## config.mk

```make
export PLATFORM = sky130hd
export DESIGN_NAME = pes_front
export DESIGN_NICKNAME = d
export VERILOG_FILES = /design/src/pes_pkg.sv /design/src/pes_front.sv
export SDC_FILE = /design/constraint.sdc
export NUM_CORES = 1
export LEC_CHECK = 0
export BUFFER_PORTS_ARGS = -buffer_cell sky130_fd_sc_hd__buf_2
export CORE_AREA = 2 2 200 182
export DETAILED_ROUTE_END_ITERATION = 7
export DIE_AREA = 0 0 202 184
export SLEW_MARGIN = 20
export SYNTH_ARGS = -nofsm -noshare
export SYNTH_HDL_FRONTEND = slang
export SYNTH_SLANG_ARGS = --single-unit
```

## constraint.sdc

```tcl
create_clock -name vclk -period 32.4
set_input_delay 6.48 -clock vclk [all_inputs]
set_output_delay 6.48 -clock vclk [all_outputs]
set_load 0.1 [all_outputs]
```

## src/pes_pkg.sv

```systemverilog
`timescale 1ns / 1ps
`default_nettype none
// ----------------------------------------------------------------------------
// pes_pkg
// Shared types and constants of the peak envelope store.
// ----------------------------------------------------------------------------
package pes_pkg;

  localparam int BUCKET_DEPTH = 4096;
  localparam int MAX_CHANNELS = 8;
  localparam int ADDR_W       = $clog2(BUCKET_DEPTH);
  localparam int USED_W       = ADDR_W + 1;

  localparam int SAMPLE_W   = 16;
  localparam int RATE_W     = 19;
  localparam int BNS_W      = 34;
  localparam int CHC_W      = 4;
  localparam int TIME_W     = 64;
  localparam int FRAME_W    = 40;
  localparam int FRAME_HALF = FRAME_W / 2;
  localparam int NSEC_W     = 30;
  localparam int PROD_W     = FRAME_HALF + NSEC_W;
  localparam int NUM_W      = FRAME_W + NSEC_W;
  localparam int DIV_STEPS  = NUM_W;
  localparam int DCNT_W     = $clog2(DIV_STEPS + 1);
  localparam int TOT_W      = BNS_W + USED_W;
  localparam int WORD_W     = 2 * SAMPLE_W + 1;

  localparam int CFG_IDX_W  = 2;
  localparam int CFG_DATA_W = BNS_W;

  localparam int CMDQ_DEPTH = 2;
  localparam int OQ_DEPTH   = 2;
  localparam int QPTR_W     = $clog2(CMDQ_DEPTH);
  localparam int QCNT_W     = $clog2(CMDQ_DEPTH + 1);
  localparam int OQ_PTR_W   = $clog2(OQ_DEPTH);
  localparam int OQ_CNT_W   = $clog2(OQ_DEPTH + 1);

  localparam logic [NSEC_W-1:0] NS_PER_SEC = 30'd1000000000;
  // Quotient at or above this means the frame time saturates at all ones.
  localparam logic [NUM_W-1:0]  TIME_SAT   = NUM_W'(64'hFFFF_FFFF_D5B5_1A00);

  localparam logic [RATE_W-1:0] RATE_RST = 19'd48000;
  localparam logic [BNS_W-1:0]  BNS_RST  = 34'd10000000;
  localparam logic [CHC_W-1:0]  CHC_RST  = 4'd2;

  localparam logic [CFG_IDX_W-1:0] REG_SAMPLE_RATE   = 2'd0;
  localparam logic [CFG_IDX_W-1:0] REG_BUCKET_NS     = 2'd1;
  localparam logic [CFG_IDX_W-1:0] REG_CHANNEL_COUNT = 2'd2;

  localparam logic [1:0] FUNC_ADD      = 2'd0;
  localparam logic [1:0] FUNC_HULL     = 2'd1;
  localparam logic [1:0] FUNC_POINT    = 2'd2;
  localparam logic [1:0] FUNC_RESERVED = 2'd3;

  typedef enum logic [2:0] {
    OP_ZERO  = 3'd0,
    OP_EMPTY = 3'd1,
    OP_ADD   = 3'd2,
    OP_HULL  = 3'd3,
    OP_POINT = 3'd4
  } op_t;

  typedef logic [MAX_CHANNELS-1:0][SAMPLE_W-1:0] samples_t;

  typedef struct packed {
    logic [RATE_W-1:0] rate;
    logic [BNS_W-1:0]  bns;
    logic [CHC_W-1:0]  chc;
  } cfg_t;

  typedef struct packed {
    op_t                        op;
    logic signed [SAMPLE_W-1:0] lo;
    logic signed [SAMPLE_W-1:0] hi;
    logic signed [TIME_W-1:0]   t_from;
    logic signed [TIME_W-1:0]   t_to;
  } cmd_t;

  typedef struct packed {
    logic signed [SAMPLE_W-1:0] env_min;
    logic signed [SAMPLE_W-1:0] env_max;
    logic                       empty_res;
    logic                       dropped;
  } res_t;

endpackage
`default_nettype wire

```

## src/pes_front.sv

```systemverilog
`timescale 1ns / 1ps
`default_nettype none
// ----------------------------------------------------------------------------
// pes_front
// Accepts requests, reduces the active channels to a min/max pair and
// classifies each request into a command for the back end.
// ----------------------------------------------------------------------------
module pes_front (
  input  logic                     in_push,
  input  logic [1:0]               in_func,
  input  pes_pkg::samples_t        samples,
  input  logic signed [63:0]       in_time_from,
  input  logic signed [63:0]       in_time_to,
  input  pes_pkg::cfg_t            cfg,
  input  logic                     q_full,
  input  logic                     clearing,
  output logic                     in_full,
  output logic                     q_push,
  output pes_pkg::cmd_t            q_cmd
);
  import pes_pkg::*;

  logic [CHC_W-1:0]           ch;
  logic                       cfg_ok;
  logic signed [SAMPLE_W-1:0] lo;
  logic signed [SAMPLE_W-1:0] hi;

  assign ch      = (cfg.chc > CHC_W'(MAX_CHANNELS)) ? CHC_W'(MAX_CHANNELS) : cfg.chc;
  assign cfg_ok  = (cfg.rate != '0) && (cfg.bns != '0);
  assign in_full = q_full | clearing;
  assign q_push  = in_push & ~in_full;

  always_comb begin
    lo = $signed(samples[0]);
    hi = $signed(samples[0]);
    for (int c = 1; c < MAX_CHANNELS; c++) begin
      if (CHC_W'(c) < ch) begin
        if ($signed(samples[c]) < lo) lo = $signed(samples[c]);
        if ($signed(samples[c]) > hi) hi = $signed(samples[c]);
      end
    end
  end

  always_comb begin
    q_cmd.lo     = lo;
    q_cmd.hi     = hi;
    q_cmd.t_from = in_time_from;
    q_cmd.t_to   = in_time_to;
    case (in_func)
      FUNC_ADD: begin
        q_cmd.op = (cfg_ok && (ch != '0)) ? OP_ADD : OP_ZERO;
      end
      FUNC_HULL: begin
        q_cmd.op = cfg_ok ? OP_HULL : OP_EMPTY;
      end
      FUNC_POINT: begin
        q_cmd.op = (cfg_ok && !in_time_from[TIME_W-1]) ? OP_POINT : OP_EMPTY;
      end
      default: begin
        q_cmd.op = OP_ZERO;
      end
    endcase
  end

endmodule
`default_nettype wire

```

======== Word level (Yosys, flattened, before mapping) ========
Index checks and enable logic that the tools add are counted.
storage, ports and cells
  flip-flop bits (word level) ............. 0
  input bits .............................. 318
  output and inout port bits .............. 165
  word-level logic and storage cells ...... 68
operators by class
  order comparisons ....................... 22
  eq/ne operators ......................... 2
  mux-type cells .......................... 33
  bitwise logic cells ..................... 3
  reduce and logical (&&, ||, !) cells .... 8
operators by type and width
  cell                                                                          count
  16-bit 2-to-1 mux                                                             28
  16-bit > comparator                                                           7
  16-bit less-than comparator                                                   7
  34-bit nonzero test                                                           1
  19-bit nonzero test                                                           1
  3-bit by 4-bit less-than comparator with 1-bit output (first input constant)  4
  3-bit case mux with 3 select lines                                            1
  2-bit by 4-bit less-than comparator with 1-bit output (first input constant)  2
  4-bit > comparator (second input constant)                                    1
  1-bit by 4-bit less-than comparator with 1-bit output (first input constant)  1
  2-bit 2-to-1 mux                                                              2
  4-bit 2-to-1 mux                                                              1
  4-bit nonzero test                                                            1
  1-bit logical AND                                                             3
  3-bit 2-to-1 mux                                                              1
  2-bit by 1-bit equality test with 1-bit output (second input constant)        1
  2-bit equality test (second input constant)                                   1
  2-bit logical NOT                                                             1
  1-bit AND                                                                     1
  1-bit logical NOT                                                             1
  1-bit NOT                                                                     1
  1-bit OR                                                                      1

======== Longest topological paths before layout ========
  word-level depth ........................ 22
  gate-level depth with buffers ........... 106

======== Worst setup path after synthesis ========
No wires, ideal clock.
  path kind ............................... input to output
  start point ............................. input port samples[15] (netlist bit)
  end point ............................... output port q_cmd[130] (netlist bit)
  arrival ................................. 24.677 ns
  path slack .............................. 1.243 ns
  stages on the path ...................... 95
  buffers on the path ..................... 11
  path through ............................ inv_1 -> ha_1 -> nand4_2 -> nor4_4 -> o21ai_2 -> a31o_1 -> nor2_2 -> buf_2 -> buf_1 -> a21oi_1 -> ha_1 -> a21o_1 -> a21o_1 -> a211o_1 -> nand2_1 -> nor3_1 -> a211oi_2 -> o21ai_1 -> (+59 left out) -> o21ai_0 -> nand4_1 -> a31o_2 -> a31oi_1 -> nand2_1 -> buf_2 -> a221oi_2 -> a21o_1 -> ha_1 -> a21o_1 -> a21o_1 -> a21oi_1 -> o21ai_0 -> a211oi_1 -> nor2_1 -> nor3_1 -> nor2_1 -> a221oi_1
RTL lines
  element          RTL line         source
  start, declared  pes_front.sv:11  input pes_pkg::samples_t samples,
  end, declared    pes_front.sv:19  output pes_pkg::cmd_t q_cmd

==> results by group <==
Cells and area
  • Layout Nets: 2085
  • Reg area: 0 um^2
  • Share of cells above drive strength 1: 22.82%
  • Synthesis-to-layout area growth: 12.92%
  • Flip-flop and latch count: 0
  • CLK BUF: 0

Synthesis
  • Simple-gate share of the synthesized area: 20.65%
  • Most numerous cell in the Yosys netlist: ha_1
  • Post-synthesis compound-gate area fraction: 30.20%
  • Largest family of logic cells by synthesized area: compound AO/OA/AOI/OAI gates
  • Synth top area share: 23.85%
  • Synth cell count leaders: ha_1, inv_1, a21oi_1
  • Syn. warnings: 0
  • Seq/Total Area, Yosys: 0%
  • Adder-Cell Fraction of Synth Area: 24.04%
  • Synth Instances: 1472
  • Synthesized cell area: 0.01007 mm^2
  • Synth unique cells: 92
  • Post-synthesis mux area share: about 6.4%
  • Post-synthesis average cell area: 6.844 um^2
  • Synth Net Count: around 2000
  • Dominant cell type by area after synthesis: ha_1
  • Largest cells by area after synthesis: ha_1, buf_4, a21oi_1, inv_1, nor2_1
  • XOR/XNOR share of the synthesized area: 0.5216%

Timing
  • WHS: about 13 ns
  • Setup TNS: 0 ns
  • Worst Tran Pin Value: between 0.9 and 1 ns
  • Final setup viols: 0
  • Final Cycle Share: 95.58%
  • Slew Limit Fails: 0
  • Slew margin rel.: 34.26%
  • Crit path time final: between 30 and 40 ns
  • Final hold viol count: 0
  • Max Clk Rate: ~32 MHz

Critical path
  • Slowest CP cell: o311ai_2
  • Worst Path Required: roughly 26 ns
  • CP most frequent cell: a21oi_1
  • CP max FO: 41
  • Crit-path max cell delay: 0.80 ns
  • CP startpoint kind: primary input
  • CP top delay family: compound AO/OA/AOI/OAI gates
  • CP bufs+invs: 12
  • Crit path DAT: between 20 and 25 ns
  • Critical Path Sink Type: output pin
  • Kind of critical path: in -> out

CTS
  • Hold buffers post-CTS: 0

Detailed routing
  • ANT nets after route: 0
  • Wl on met1: ~16000 um
  • DR top layer: met5
  • Drc violations: 0
  • DRT Pass-1 Iters: 6
  • Detailed-routed wire length on met2: 17520 um
  • Via count: 10910
  • DR WL met3: 2398 um
  • Via/cell ratio: 5.316
  • Number of DRC markers in iteration 0: ~850
  • Detailed-route wire length: 36760 um
  • Routed length per instance: 17.92 um

Global routing
  • Gr usage total: 18.50%
  • Largest net degree at the start of global routing: 42
  • Vias in the first global route: 10450
  • First-pass GRT wire length: roughly 56000 um
  • Remaining global-route overflow: 0
  • Initial antenna violation count: 13

Outcome
  • Status: complete, no violations

Die
  • Row count: between 60 and 70
  • Die ar.: about 0.037 mm^2
  • Die Y: 184 um
  • Die width: 202 um
  • Core Area: 0.03489 mm^2
  • Starting density of the core: just under 30%
  • I/O pin total: 483

Place
  • Port-buffer cells: 229
  • RePlAce Congestion: around 0.9
  • Dpl hpwl: 32180 um

Worst hold path
  • Min-Delay Path Class: in -> out

Run
  • Number of max-cap violations: 0
## final timing paths
path | from | slack, ns | cells after the start | endpoint
min | in_time_from[42] | 12.96 | 0 | q_cmd[106]
max | samples[15] | 1.43 | 84 | q_cmd[136]
## placed cells by master, fill, tap and decap left out, types with 6 or more instances in the layout
master / n
buf_2: 212
ha_1: 192
inv_1: 171
a21oi_1: 159
nor2_1: 134
nand2_1: 94
o21ai_0: 66
a21o_1: 51
mux2i_1: 47
buf_4: 44
nand4_1: 39
nor2b_1: 26
nand2b_1: 24
a31oi_1: 23
buf_12: 19
o21a_1: 18
nand3_1: 17
nor4_1: 16
a221oi_2: 15
a41o_1: 13
nor3_1: 12
o21ai_1: 12
diode_2: 10
a211oi_1: 10
mux2_2: 9
and3_1: 8
and4_1: 6
or3_1: 6
a211o_1: 6
## layer usage
metal	vias to the layer above	GRT usage [%]
met3	57	2.960
met2	426	32.10
met4	6	4.500
li1	5399	-
met5	-	0
met1	5020	23.87
## metrics by stage
stage               utilization (%)  area, um^2  cells  setup slack (ns)
finish                        32.61       11380   2052             1.432
global route                  32.60       11370   2051          -0.04330
CTS                           32.24       11250   2038            0.1111
detailed placement            32.21       11240   2038           -0.4158
global placement              32.21       11240   2038           -0.2925
floorplan                         -       10070   1472             1.243
## area by class of cell
class | count | area (um^2)
repair buffers | 276 | 1779
fillers | 3758 | 23510
well taps | 469 | 586.8
diodes | 10 | 25.02
inverters | 171 | 641.9
multi-input cells | 1126 | 8343
## repair_timing
action	CTS	global route
cloned	0	2
gates resized for setup	2	17
setup buffers	0	2
pin swaps	0	2
endpoints found under the setup margin	16	32
## kinds of logic (layout without fill, tap and decap cells)
| family | Yosys count | in the layout |
|---|---|---|
| compound gates | 446 | 447 |
| simple gates | 418 | 419 |
| buf+inv | 348 | 447 |
| fa+ha+maj | 194 | 194 |
| mux | 60 | 60 |
| xor+xnor | 6 | 6 |
| other cells | 0 | 10 |
Power is left out: the tool's default activity adds up to more than one toggle a clock period on the data nets, which glitch-free logic cannot reach.
