`src/pes_pkg.sv`:
```
`timescale 1ns / 1ps
`default_nettype none
// ----------------------------------------------------------------------------
// pes_pkg
// Shared types and constants of the peak envelope store.
// ----------------------------------------------------------------------------
package pes_pkg;

  localparam int BUCKET_DEPTH = 4096;
  localparam int MAX_CHANNELS = 8;
  localparam int ADDR_W       = $clog2(BUCKET_DEPTH);
  localparam int USED_W       = ADDR_W + 1;

  localparam int SAMPLE_W   = 16;
  localparam int RATE_W     = 19;
  localparam int BNS_W      = 34;
  localparam int CHC_W      = 4;
  localparam int TIME_W     = 64;
  localparam int FRAME_W    = 40;
  localparam int FRAME_HALF = FRAME_W / 2;
  localparam int NSEC_W     = 30;
  localparam int PROD_W     = FRAME_HALF + NSEC_W;
  localparam int NUM_W      = FRAME_W + NSEC_W;
  localparam int DIV_STEPS  = NUM_W;
  localparam int DCNT_W     = $clog2(DIV_STEPS + 1);
  localparam int TOT_W      = BNS_W + USED_W;
  localparam int WORD_W     = 2 * SAMPLE_W + 1;

  localparam int CFG_IDX_W  = 2;
  localparam int CFG_DATA_W = BNS_W;

  localparam int CMDQ_DEPTH = 2;
  localparam int OQ_DEPTH   = 2;
  localparam int QPTR_W     = $clog2(CMDQ_DEPTH);
  localparam int QCNT_W     = $clog2(CMDQ_DEPTH + 1);
  localparam int OQ_PTR_W   = $clog2(OQ_DEPTH);
  localparam int OQ_CNT_W   = $clog2(OQ_DEPTH + 1);

  localparam logic [NSEC_W-1:0] NS_PER_SEC = 30'd1000000000;
  // Quotient at or above this means the frame time saturates at all ones.
  localparam logic [NUM_W-1:0]  TIME_SAT   = NUM_W'(64'hFFFF_FFFF_D5B5_1A00);

  localparam logic [RATE_W-1:0] RATE_RST = 19'd48000;
  localparam logic [BNS_W-1:0]  BNS_RST  = 34'd10000000;
  localparam logic [CHC_W-1:0]  CHC_RST  = 4'd2;

  localparam logic [CFG_IDX_W-1:0] REG_SAMPLE_RATE   = 2'd0;
  localparam logic [CFG_IDX_W-1:0] REG_BUCKET_NS     = 2'd1;
  localparam logic [CFG_IDX_W-1:0] REG_CHANNEL_COUNT = 2'd2;

  localparam logic [1:0] FUNC_ADD      = 2'd0;
  localparam logic [1:0] FUNC_HULL     = 2'd1;
  localparam logic [1:0] FUNC_POINT    = 2'd2;
  localparam logic [1:0] FUNC_RESERVED = 2'd3;

  typedef enum logic [2:0] {
    OP_ZERO  = 3'd0,
    OP_EMPTY = 3'd1,
    OP_ADD   = 3'd2,
    OP_HULL  = 3'd3,
    OP_POINT = 3'd4
  } op_t;

  typedef logic [MAX_CHANNELS-1:0][SAMPLE_W-1:0] samples_t;

  typedef struct packed {
    logic [RATE_W-1:0] rate;
    logic [BNS_W-1:0]  bns;
    logic [CHC_W-1:0]  chc;
  } cfg_t;

  typedef struct packed {
    op_t                        op;
    logic signed [SAMPLE_W-1:0] lo;
    logic signed [SAMPLE_W-1:0] hi;
    logic signed [TIME_W-1:0]   t_from;
    logic signed [TIME_W-1:0]   t_to;
  } cmd_t;

  typedef struct packed {
    logic signed [SAMPLE_W-1:0] env_min;
    logic signed [SAMPLE_W-1:0] env_max;
    logic                       empty_res;
    logic                       dropped;
  } res_t;

endpackage
`default_nettype wire

```
`src/pes_cmd_queue.sv`:
```
`timescale 1ns / 1ps
`default_nettype none
// ----------------------------------------------------------------------------
// pes_cmd_queue
// Short command queue between the front end and the back end.
// ----------------------------------------------------------------------------
module pes_cmd_queue (
  input  logic          clk,
  input  logic          rst_n,
  input  logic          push,
  input  pes_pkg::cmd_t wdata,
  output logic          full,
  input  logic          pop,
  output pes_pkg::cmd_t rdata,
  output logic          empty
);
  import pes_pkg::*;

  cmd_t              ent_r [CMDQ_DEPTH];
  logic [QPTR_W-1:0] wp_r, wp_nxt;
  logic [QPTR_W-1:0] rp_r, rp_nxt;
  logic [QCNT_W-1:0] cnt_r, cnt_nxt;
  logic              do_push, do_pop;

  assign full    = (cnt_r == QCNT_W'(CMDQ_DEPTH));
  assign empty   = (cnt_r == '0);
  assign rdata   = ent_r[rp_r];
  assign do_push = push & ~full;
  assign do_pop  = pop & ~empty;

  always_comb begin
    wp_nxt  = do_push ? wp_r + 1'b1 : wp_r;
    rp_nxt  = do_pop ? rp_r + 1'b1 : rp_r;
    cnt_nxt = cnt_r;
    if (do_push && !do_pop) cnt_nxt = cnt_r + 1'b1;
    if (!do_push && do_pop) cnt_nxt = cnt_r - 1'b1;
  end

  always_ff @(posedge clk) begin
    if (!rst_n) begin
      wp_r  <= '0;
      rp_r  <= '0;
      cnt_r <= '0;
    end else begin
      wp_r  <= wp_nxt;
      rp_r  <= rp_nxt;
      cnt_r <= cnt_nxt;
    end
  end

  always_ff @(posedge clk) begin
    if (do_push) ent_r[wp_r] <= wdata;
  end

endmodule
`default_nettype wire

```
`config.mk`:
```
export PLATFORM = sky130hd
export DESIGN_NAME = pes_cmd_queue
export DESIGN_NICKNAME = d
export VERILOG_FILES = /design/src/pes_pkg.sv /design/src/pes_cmd_queue.sv
export SDC_FILE = /design/constraint.sdc
export NUM_CORES = 1
export LEC_CHECK = 0
export BUFFER_PORTS_ARGS = -buffer_cell sky130_fd_sc_hd__buf_2
export CAP_MARGIN = 10
export CORE_UTILIZATION = 44
export CTS_CLUSTER_DIAMETER = 30
export DETAILED_ROUTE_END_ITERATION = 10
export PLACE_DENSITY = 0.72
export SLEW_MARGIN = 20
export SYNTH_ARGS = -nofsm -noshare
export SYNTH_HDL_FRONTEND = slang
export SYNTH_SLANG_ARGS = --single-unit
```
`constraint.sdc`:
```
create_clock -name clk -period 5.3 [get_ports clk]
set_clock_uncertainty 0.15 [all_clocks]
set_input_delay 0.53 -clock clk [delete_from_list [all_inputs] [get_ports clk]]
set_output_delay 0.53 -clock clk [all_outputs]
set_load 0.01 [all_outputs]
```
### Word-level counts from Yosys, hierarchy flattened

Memory sizes are Yosys's and may differ from the RTL's. A register that Yosys moved wholly into a read port is not among the register bits.
Index checks and enable logic that the tools add are counted.

* flip-flop bits (word level): 4
* memory bits (writable): 326
* input port bits: 167
* output and inout port bits: 165
* word-level logic and storage cells: 25
* memories kept: 1

Memories
* ent_r: words 2, width 163, read ports 1, clocked after memory_dff 1, write ports 1, RTL line pes_cmd_queue.sv:19 `cmd_t ent_r [CMDQ_DEPTH];`

* $add $sub $neg: 4
* eq/ne operators: 1
* multiplexer cells: 6
* bitwise gates (word level): 4
* reductions and logical operators: 6

Operators by type and width (number)
* $mux W1: 4
* $mux W2: 2
* $add A1 B1 Y1 const B: 2
* $add A2 B1 Y2 const B: 1
* $and A1 B1 Y1: 2
* $eq A2 B2 Y1 const B: 1
* $logic_and A1 B1 Y1: 2
* $logic_not A1 Y1: 2
* $logic_not A2 Y1: 1
* $not A1 Y1: 2
* $reduce_bool A2 Y1: 1
* $sub A2 B1 Y2 const B: 1

### Depth between registers and ports, before layout

Gate-level depths: netlist of the first run.

* word-level depth: 7
* mapped depth: 6

### Worst setup path after synthesis of the first run

Ideal clock, no wire load.

* path kind: flip-flop to flip-flop
* start point: register cnt_r[0]
* end point: memory ent_r[1][0] in the netlist's numbering, enable pin
* setup time: 0.543 ns
* arrival time: 4.329 ns
* setup slack: 0.278 ns
* cell stages (with the launch flop): 3
* path buffers: 0
* cell sequence: dfxtp_1 nand2b_2 and3_1

* word-level cells in the longest chain between the ends: 5

RTL lines
* from (decl): RTL line pes_cmd_queue.sv:22 `logic [QCNT_W-1:0] cnt_r, cnt_nxt;`
* from (signal assigned): RTL line pes_cmd_queue.sv:47 `cnt_r <= cnt_nxt;`
* $eq A2 B2 Y1: RTL line pes_cmd_queue.sv:25 `assign full = (cnt_r == QCNT_W'(CMDQ_DEPTH));`
* $not A1 Y1: RTL line pes_cmd_queue.sv:28 `assign do_push = push & ~full;`
* $and A1 B1 Y1: RTL line pes_cmd_queue.sv:28
* $mux W1: RTL line pes_cmd_queue.sv:52 `if (do_push) ent_r[wp_r] <= wdata;`
* $mux W1 (not written as such): RTL line pes_cmd_queue.sv:52
* to (decl): RTL line pes_cmd_queue.sv:19

Every way passes these cells.

==> results_dict.tcl, run 1 <==
set metrics [dict create \
    outcome "complete, no violations" \
    postCtsSetupBuffers 0 \
    antenna_found_initial 3 \
    synth_top_area_share 0.8175 \
    drt_iter0_drc 308 \
    r2r_cells 5 \
    drt_first_pass_iters 4 \
    power.leakage_nw 6.193 \
    drc 0 \
    drive_above_1_share 0.6218 \
    core_region_area_sq_um 26800 \
    row_count 60 \
    yosys_register_bits 331 \
    die_area_sq_um 27880 \
    synth_area_sq_um 11980 \
    powerDensity_nw_per_um2 567.2 \
    max_freq_mhz 305.6 \
    syn2layout_area_growth_pct 36.49 \
    initial_core_util 0.4468 \
    path_max_fanout 77 \
    syn_nets 701 \
    setup_violations 0 \
    fin_nets 1095 \
    grt_max_degree 100 \
    grt.total_usage 0.1668 \
    cp-start-kind "register" \
    hold_class "input port to register" \
    post-route-period-util 0.6174 \
    final_common_cell "buf_2" \
    synth_top_cell_by_area "edfxtp_1" \
    most-common-layout-cells "buf_2 (331), edfxtp_1 (326), mux2_2 (163)" \
    crit_path_end "rdata[162]" \
    vias 6345 \
    r2r_start "cnt_r[0]$_SDFFE_PN0P_" \
    hp-start "wdata[125]" \
    dpl.hpwl_um 14190 \
    r2r_end "ent_r[0][62]$_DFFE_PP_" \
    min_period_ns 3.272 \
    rsz0062_at_grt "false" \
    numCtsBuffers 67 \
    synthTopCellsByArea "edfxtp_1 (82%), mux2_2 (15%), dfxtp_1 (0.84%)" \
    gp_congestion 0.7255 \
    cts_tree "done" \
    path_clk_slew_ns 0.05 \
    critPathCaptureType "primary output" \
    relSlewSlack 0.2856 \
    ant_nets 0 \
    clock_latency_ns 0.52 \
    tightest_slew_ns 1.072 \
    cts_buffer_depth 3 \
    finalSetupTns_ns 0 \
    synthCells 533 \
    synth_cell_type_count 20 \
    wl_per_cell_um 17.74 \
    syn_avg_cell_area_sq_um 22.47 \
    die_h_um 167.0 \
    wl_um 23490 \
    whs_ns 0.03405 \
    grt_overflow_total 0 \
    final-hold-violation-count 0 \
    r2r_slack_ns 2.59 \
    yosysSeqAreaShare 0.8258 \
    cts_resized 0 \
    cap_violations 0 \
    cts.sinks 331 \
    viasPerCell 4.792 \
    grt_pass1_vias 6801 \
    cp.required_ns 4.62 \
    htreeDepth 3 \
    cts-root-buf "clkbuf_16" \
    slew_viol_final 0 \
    arrival_ns 2.59 \
    path_class "register to primary output" \
    hold_buffers 6 \
    ys_warn_count 0 \
    port_buffers 331 \
    vdd_drop_max_uv 368.9 \
    grt_pass1_wl_um 35760 \
    io_pins 332 \
    chipWidth_um 167.0 \
]
-- metrics by stage --
step                      instance area, sq um  std cells  setup WS, ns    util  total power, W
after global placement                   14020       1192         2.479  0.5232        0.005253
after global routing                     16340       1324         1.885  0.6099        0.009650
after detailed placement                 14020       1192         2.458  0.5232        0.005279
final                                    16340       1324         2.028  0.6099        0.009271
after floorplan                          11980        533        0.2776       -        0.004632
after CTS                                16330       1321         2.004  0.6093        0.009394
-- final cells by class --
cell class,instances,area [sq um]
clock buffers,78,1782
fillers,1944,10460
inverters,3,16.27
diodes,2,5.005
flip-flops and latches,331,9893
multi-input cells,181,1966
clock inverters,45,466.7
well taps,341,426.7
repair buffers,343,1789
-- worst max-delay path, cell delays in order (launching register included) --
cell and delay (ns):
dfxtp_4 0.53, buf_4 0.80, mux2_2 0.44, buf_2 0.15
-- worst min-delay path by stage --
stage	to	slack (ns)	depth (start not counted)
after floorplan	wp_r$_SDFFE_PN0N_	0.31	2
after global placement	wp_r$_SDFFE_PN0N_	0.33	2
after detailed placement	wp_r$_SDFFE_PN0N_	0.34	2
after CTS	ent_r[0][124]$_DFFE_PP_	0.002	1
after global routing	ent_r[1][64]$_DFFE_PP_	0.002	1
final	ent_r[1][125]$_DFFE_PP_	0.03	1
-- synthesized netlist by cell type, drive strengths merged --
cell type,number
o21ai,2
nand2b,1
o21a,1
dfxtp,5
ha,1
or3,2
and2,1
buf,18
nor2,1
and3,1
xnor2,3
mux2,163
nand2,1
nor2b,2
edfxtp,326
inv,3
a21boi,2
-- routing by layer --
metal  GRT usage  up-vias  part of all wire
met5           0        -           0.00047
met4     0.06924        2             0.025
met3     0.06749       55             0.089
met2      0.2774      268              0.50
met1      0.1910     3074              0.38
li1            -     2946                 -
-- where the power goes --
part,total (W),leakage (nW),internal [W],switching [W]
logic,0.00180,2.02,0.000836,0.000962
registers,0.00342,3.09,0.00331,0.000102
clock network,0.00406,1.08,0.00275,0.00131
-- state kept, by name (all words and copies together) (netlist names), named ones only --
register	count
cnt_r	2
ent_r	326
rp_r	1
wp_r	1
-- cell families after synthesis --
logic type      synth area share
flops                     0.8258
mux                       0.1533
buf+inv                  0.01045
simple gates            0.004493
compound gates          0.002716
xor+xnor                0.002195
fa+ha+maj               0.001045
No activity file was read; power rests on OpenSTA's default activity.
==> run 2, diff against run 1 <==
--- a/config.mk
+++ b/config.mk
@@ -10,7 +10,7 @@
 export CORE_UTILIZATION = 44
 export CTS_CLUSTER_DIAMETER = 30
 export DETAILED_ROUTE_END_ITERATION = 10
-export PLACE_DENSITY = 0.72
+export PLACE_DENSITY = 0.69
 export SLEW_MARGIN = 20
 export SYNTH_ARGS = -nofsm -noshare
 export SYNTH_HDL_FRONTEND = slang
==> constraint.sdc (replaced) <==
create_clock -name clk -period 3.27 [get_ports clk]
set_clock_uncertainty 0.15 [all_clocks]
set_input_delay 0.327 -clock clk [delete_from_list [all_inputs] [get_ports clk]]
set_output_delay 0.327 -clock clk [all_outputs]
set_load 0.01 [all_outputs]
==> results_dict.tcl, run 2 (synthesis results as in run 1) <==
set metrics [dict create \
    cts_buffer_depth 3 \
    port_buffers 331 \
    final_common_cell "buf_2" \
    rsz0062_at_grt "false" \
    dpl_cell_area_sq_um 14160 \
    grt_overflow_total 0 \
    initial_core_util 0.4468 \
    wl_um 26070 \
    dpl.cell_count 1201 \
    hold_class "input port to register" \
    drt_first_pass_iters 4 \
    most-common-layout-cells "buf_2 (331), edfxtp_1 (326), dlygate4sd3_1 (164)" \
    power.leakage_nw 6.768 \
    viasPerCell 4.771 \
    core_region_area_sq_um 26800 \
    vias 7032 \
    row_count 60 \
    multi_input_area_sq_um 1976 \
    final_core_util 0.6637 \
    grt.total_usage 0.1842 \
    wl_per_cell_um 17.69 \
    grt_pass1_wl_um 40170 \
    arrival_ns 2.17 \
    path_clk_slew_ns 0.05 \
    critPathCaptureType "primary output" \
    fin_cells 1474 \
    max_freq_mhz 378.1 \
    largest_register_ffs 326 \
    min_period_ns 2.645 \
    final-hold-violation-count 0 \
    ant_nets 0 \
    vdd_drop_max_uv 709.0 \
    cts-root-buf "clkbuf_16" \
    grt_pass1_vias 7705 \
    cp.required_ns 2.79 \
    htreeDepth 2 \
    drc 0 \
    powerDensity_nw_per_um2 828.1 \
    fin_nets 1252 \
    postCtsSetupBuffers 0 \
    fillers 1775 \
    chipWidth_um 167.0 \
    numCtsBuffers 58 \
    slew_viol_final 0 \
    path_class "register to primary output" \
    outcome "complete, no violations" \
    cap_violations 0 \
    regMostFlops "ent_r" \
    postLayoutCellArea_sq_um 17790 \
    drive_above_1_share 0.5358 \
    cts.sinks 331 \
    totalPowerFinal_w 0.01473 \
    seq_area_sq_um 9894 \
    whs_ns 0.06622 \
    path_max_fanout 37 \
    post-route-period-util 0.8088 \
    die_h_um 167.0 \
    cts_tree "done" \
    relSlewSlack 0.6069 \
    drt_iter0_drc 361 \
    syn2layout_area_growth_pct 48.54 \
    tightest_slew_ns 0.5896 \
    gp_congestion 0.7233 \
    reg_top3 "ent_r (326), cnt_r (2)" \
    cp-start-kind "register" \
    die_area_sq_um 27880 \
    antenna_found_initial 2 \
    io_pins 332 \
    dpl.hpwl_um 14890 \
    setup_violations 0 \
    grt_max_degree 88 \
    clock_latency_ns 0.53 \
]
-- run 2: final timing paths --
path,cells after the start,slack (ns),to,startpoint
worst max-delay path,3,0.63,rdata[43],register
worst min-delay path,4,0.07,wp_r$_SDFFE_PN0N_,push
worst max register to register,5,1.00,ent_r[0][116]$_DFFE_PP_,cnt_r[0]$_SDFFE_PN0P_
worst min register to register,2,0.36,wp_r$_SDFFE_PN0N_,wp_r$_SDFFE_PN0N_
-- run 2: stage by stage --
stage	setup TNS (ns)	setup slack [ns]
2_1_floorplan	-55.68	-0.3416
3_3_place_gp	0	1.068
3_5_place_dp	0	1.051
4_1_cts	0	0.5776
5_1_grt	0	0.5073
6_report	0	0.6251
-- run 2: worst max-delay path: stages, from the launching register on --
cell and delay [ns]:
dfxtp_4 0.73, buf_4 0.35, mux2_2 0.39, buf_2 0.15
-- run 2: metal layers --
metal,share of wire,track usage,vias up
met5,0,0,-
met4,0.035,0.07810,0
met3,0.078,0.05870,70
met2,0.51,0.3255,278
met1,0.37,0.2040,3427
li1,-,-,3257
-- run 2: report_power, final --
part           switching [W]  total [W]  internal (W)  leakage (nW)
Sequential          0.000215    0.00558       0.00536          3.09
Combinational        0.00164    0.00322       0.00158          2.74
Clock                0.00193    0.00594       0.00401         0.941
Total                0.00378     0.0147        0.0109          6.77
-- run 2: area by class of cell --
type / count / share of cell area
flip-flops and latches: 331 / 0.5562
repair buffers: 509 / 0.1962
multi-input cells: 181 / 0.1111
clock buffers: 70 / 0.08771
well taps: 341 / 0.02399
clock inverters: 37 / 0.02349
inverters: 3 / 0.0009847
diodes: 2 / 0.0002814
-- run 2: what timing repair did --
item                      in CTS  in global routing
hold buffers                 164                  0
hold endpoints to repair     331                  0
resized for setup              0                  0
==> run 3, diff against run 2 <==
--- a/config.mk
+++ b/config.mk
@@ -10,7 +10,7 @@
 export CORE_UTILIZATION = 44
 export CTS_CLUSTER_DIAMETER = 30
 export DETAILED_ROUTE_END_ITERATION = 10
-export PLACE_DENSITY = 0.69
+export PLACE_DENSITY = 0.72
 export SLEW_MARGIN = 20
 export SYNTH_ARGS = -nofsm -noshare
 export SYNTH_HDL_FRONTEND = slang
==> constraint.sdc (replaced) <==
create_clock -name clk -period 2.4 [get_ports clk]
set_clock_uncertainty 0.15 [all_clocks]
set_input_delay 0.24 -clock clk [delete_from_list [all_inputs] [get_ports clk]]
set_output_delay 0.24 -clock clk [all_outputs]
set_load 0.01 [all_outputs]
==> results_dict.tcl, run 3 (synthesis results as in run 1) <==
set metrics [dict create \
    outcome "complete, no violations" \
    port_buffers 331 \
    path_max_fanout 46 \
    fillers 1765 \
    final-hold-violation-count 0 \
    dpl.hpwl_um 15070 \
    initial_core_util 0.4468 \
    path_class "register to primary output" \
    cap_violations 0 \
    swShare 0.2655 \
    cp.required_ns 2.01 \
    reg_top3 "ent_r (326), cnt_r (2)" \
    cts_buffer_depth 3 \
    cts_tree "done" \
    slew_viol_final 0 \
    critPathCaptureType "primary output" \
    max_freq_mhz 434.7 \
    most-common-layout-cells "buf_2 (331), edfxtp_1 (326), dlygate4sd3_1 (167)" \
    power.leakage_nw 6.745 \
    numCtsBuffers 57 \
    power.switching_w 0.005203 \
    die_h_um 167.0 \
    drt_iter0_drc 332 \
    internal_power_w 0.01440 \
    crit_path_end "rdata[131]" \
    antenna_found_initial 2 \
    ant_nets 0 \
    power_frac_clock 0.384 \
    relSlewSlack 0.6450 \
    vdd_drop_max_uv 723.4 \
    fin_nets 1257 \
    viasPerCell 4.884 \
    wl_um 27310 \
    min_period_ns 2.300 \
    grt.total_usage 0.1943 \
    clock_latency_ns 0.55 \
    drc 0 \
    path_clk_slew_ns 0.05 \
    grt_pass1_vias 7847 \
    whs_ns 0.2685 \
    drive_above_1_share 0.5352 \
    largest_register_ffs 326 \
    hold_class "input port to register" \
    grt_pass1_wl_um 41790 \
    wl_per_cell_um 18.46 \
    post-route-period-util 0.9585 \
    r2r_start "cnt_r[0]$_SDFFE_PN0P_" \
    chipWidth_um 167.0 \
    htreeDepth 2 \
    die_area_sq_um 27880 \
    regMostFlops "ent_r" \
    cts-root-buf "clkbuf_16" \
    cts_resized 0 \
    power_frac_seq 0.385 \
    cts.sinks 331 \
    cp-start-kind "register" \
    core_region_area_sq_um 26800 \
    finalSetupTns_ns 0 \
    row_count 60 \
    powerDensity_nw_per_um2 1106 \
    arrival_ns 1.91 \
    rsz0062_at_grt "false" \
    gp_congestion 0.7545 \
    grt_max_degree 88 \
    vias 7224 \
    final_core_util 0.6612 \
    grt_overflow_total 0 \
    setup_violations 0 \
    io_pins 332 \
    r2r_slack_ns 0.37 \
    tightest_slew_ns 0.5326 \
    min_path_cells 2 \
    r2r_end "ent_r[0][135]$_DFFE_PP_" \
    final_common_cell "buf_2" \
    syn2layout_area_growth_pct 47.98 \
    r2r_cells 5 \
    combPwrFrac 0.231 \
    drt_first_pass_iters 4 \
]
run 3: changes by cell type in the layout (fill, tap and decap cells not counted), moves of 2 or more:
cell / change
buf_12: +2
bufinv_16: -4
clkbuf_1: -2
clkbuf_16: -2
clkinv_1: +2
clkinv_2: +5
dlygate4sd3_1: +3
run 3: per-stage QoR:
| step | total power (W) | cell area (sq um) | setup slack, ns | std cells |
|---|---|---|---|---|
| finish | 0.01960 | 17720 | 0.09968 | 1479 |
| global route | 0.02035 | 17720 | 0.02592 | 1479 |
| CTS | 0.01966 | 17720 | 0.06734 | 1477 |
| detailed placement | 0.01185 | 14190 | 0.4220 | 1201 |
| global placement | 0.01177 | 14190 | 0.4705 | 1201 |
| floorplan | 0.01019 | 11990 | -1.212 | 533 |
run 3: power by group through the flow:
stage / sequential [W] / combinational, W / clock, W
finish: 0.00755 / 0.00453 / 0.00752
global route: 0.00762 / 0.00480 / 0.00793
detailed placement: 0.00765 / 0.00419 / 0
floorplan: 0.00760 / 0.00259 / 0
CTS: 0.00754 / 0.00450 / 0.00761
global placement: 0.00760 / 0.00417 / 0
run 3: worst min path at each step:
stage / endpoint / startpoint
after floorplan: ent_r[0][0]$_DFFE_PP_ / wdata[0]
after global placement: ent_r[0][158]$_DFFE_PP_ / wdata[158]
after global routing: ent_r[0][62]$_DFFE_PP_ / wdata[62]
after detailed placement: ent_r[0][107]$_DFFE_PP_ / wdata[107]
after CTS: ent_r[0][107]$_DFFE_PP_ / wdata[107]
final: ent_r[0][62]$_DFFE_PP_ / wdata[62]
run 3: final cells by class:
type	count	area (sq um)	area share
clock buffer	66	1503	0.08480
clock inverter	40	330.3	0.01864
inverter	3	17.52	0.0009885
timing repair buffer	515	3568	0.2014
sequential	331	9894	0.5584
multi-input combinational	181	1976	0.1115
antenna	2	5.005	0.0002824
tap	341	426.7	0.02408
run 3: critical path, cell delays in order, from the launching register on:
cell,delay (ns)
dfxtp_4,0.49
buf_12,0.28
mux2_2,0.39
buf_2,0.14
run 3: routing by layer:
layer	vias to the layer above	wire length [um]	global-route usage
li1	3260	-	-
met5	-	0	0
met1	3583	9939	0.2105
met2	308	14360	0.3473
met4	0	966	0.09461
met3	73	2040	0.05632
run 3: what timing repair did:
action | 4_1_cts | 5_1_grt
hold buffers | 167 | 0
endpoints found under the hold margin | 331 | 0
buffers inserted | 3 | 0
setup endpoints to repair | 7 | 0
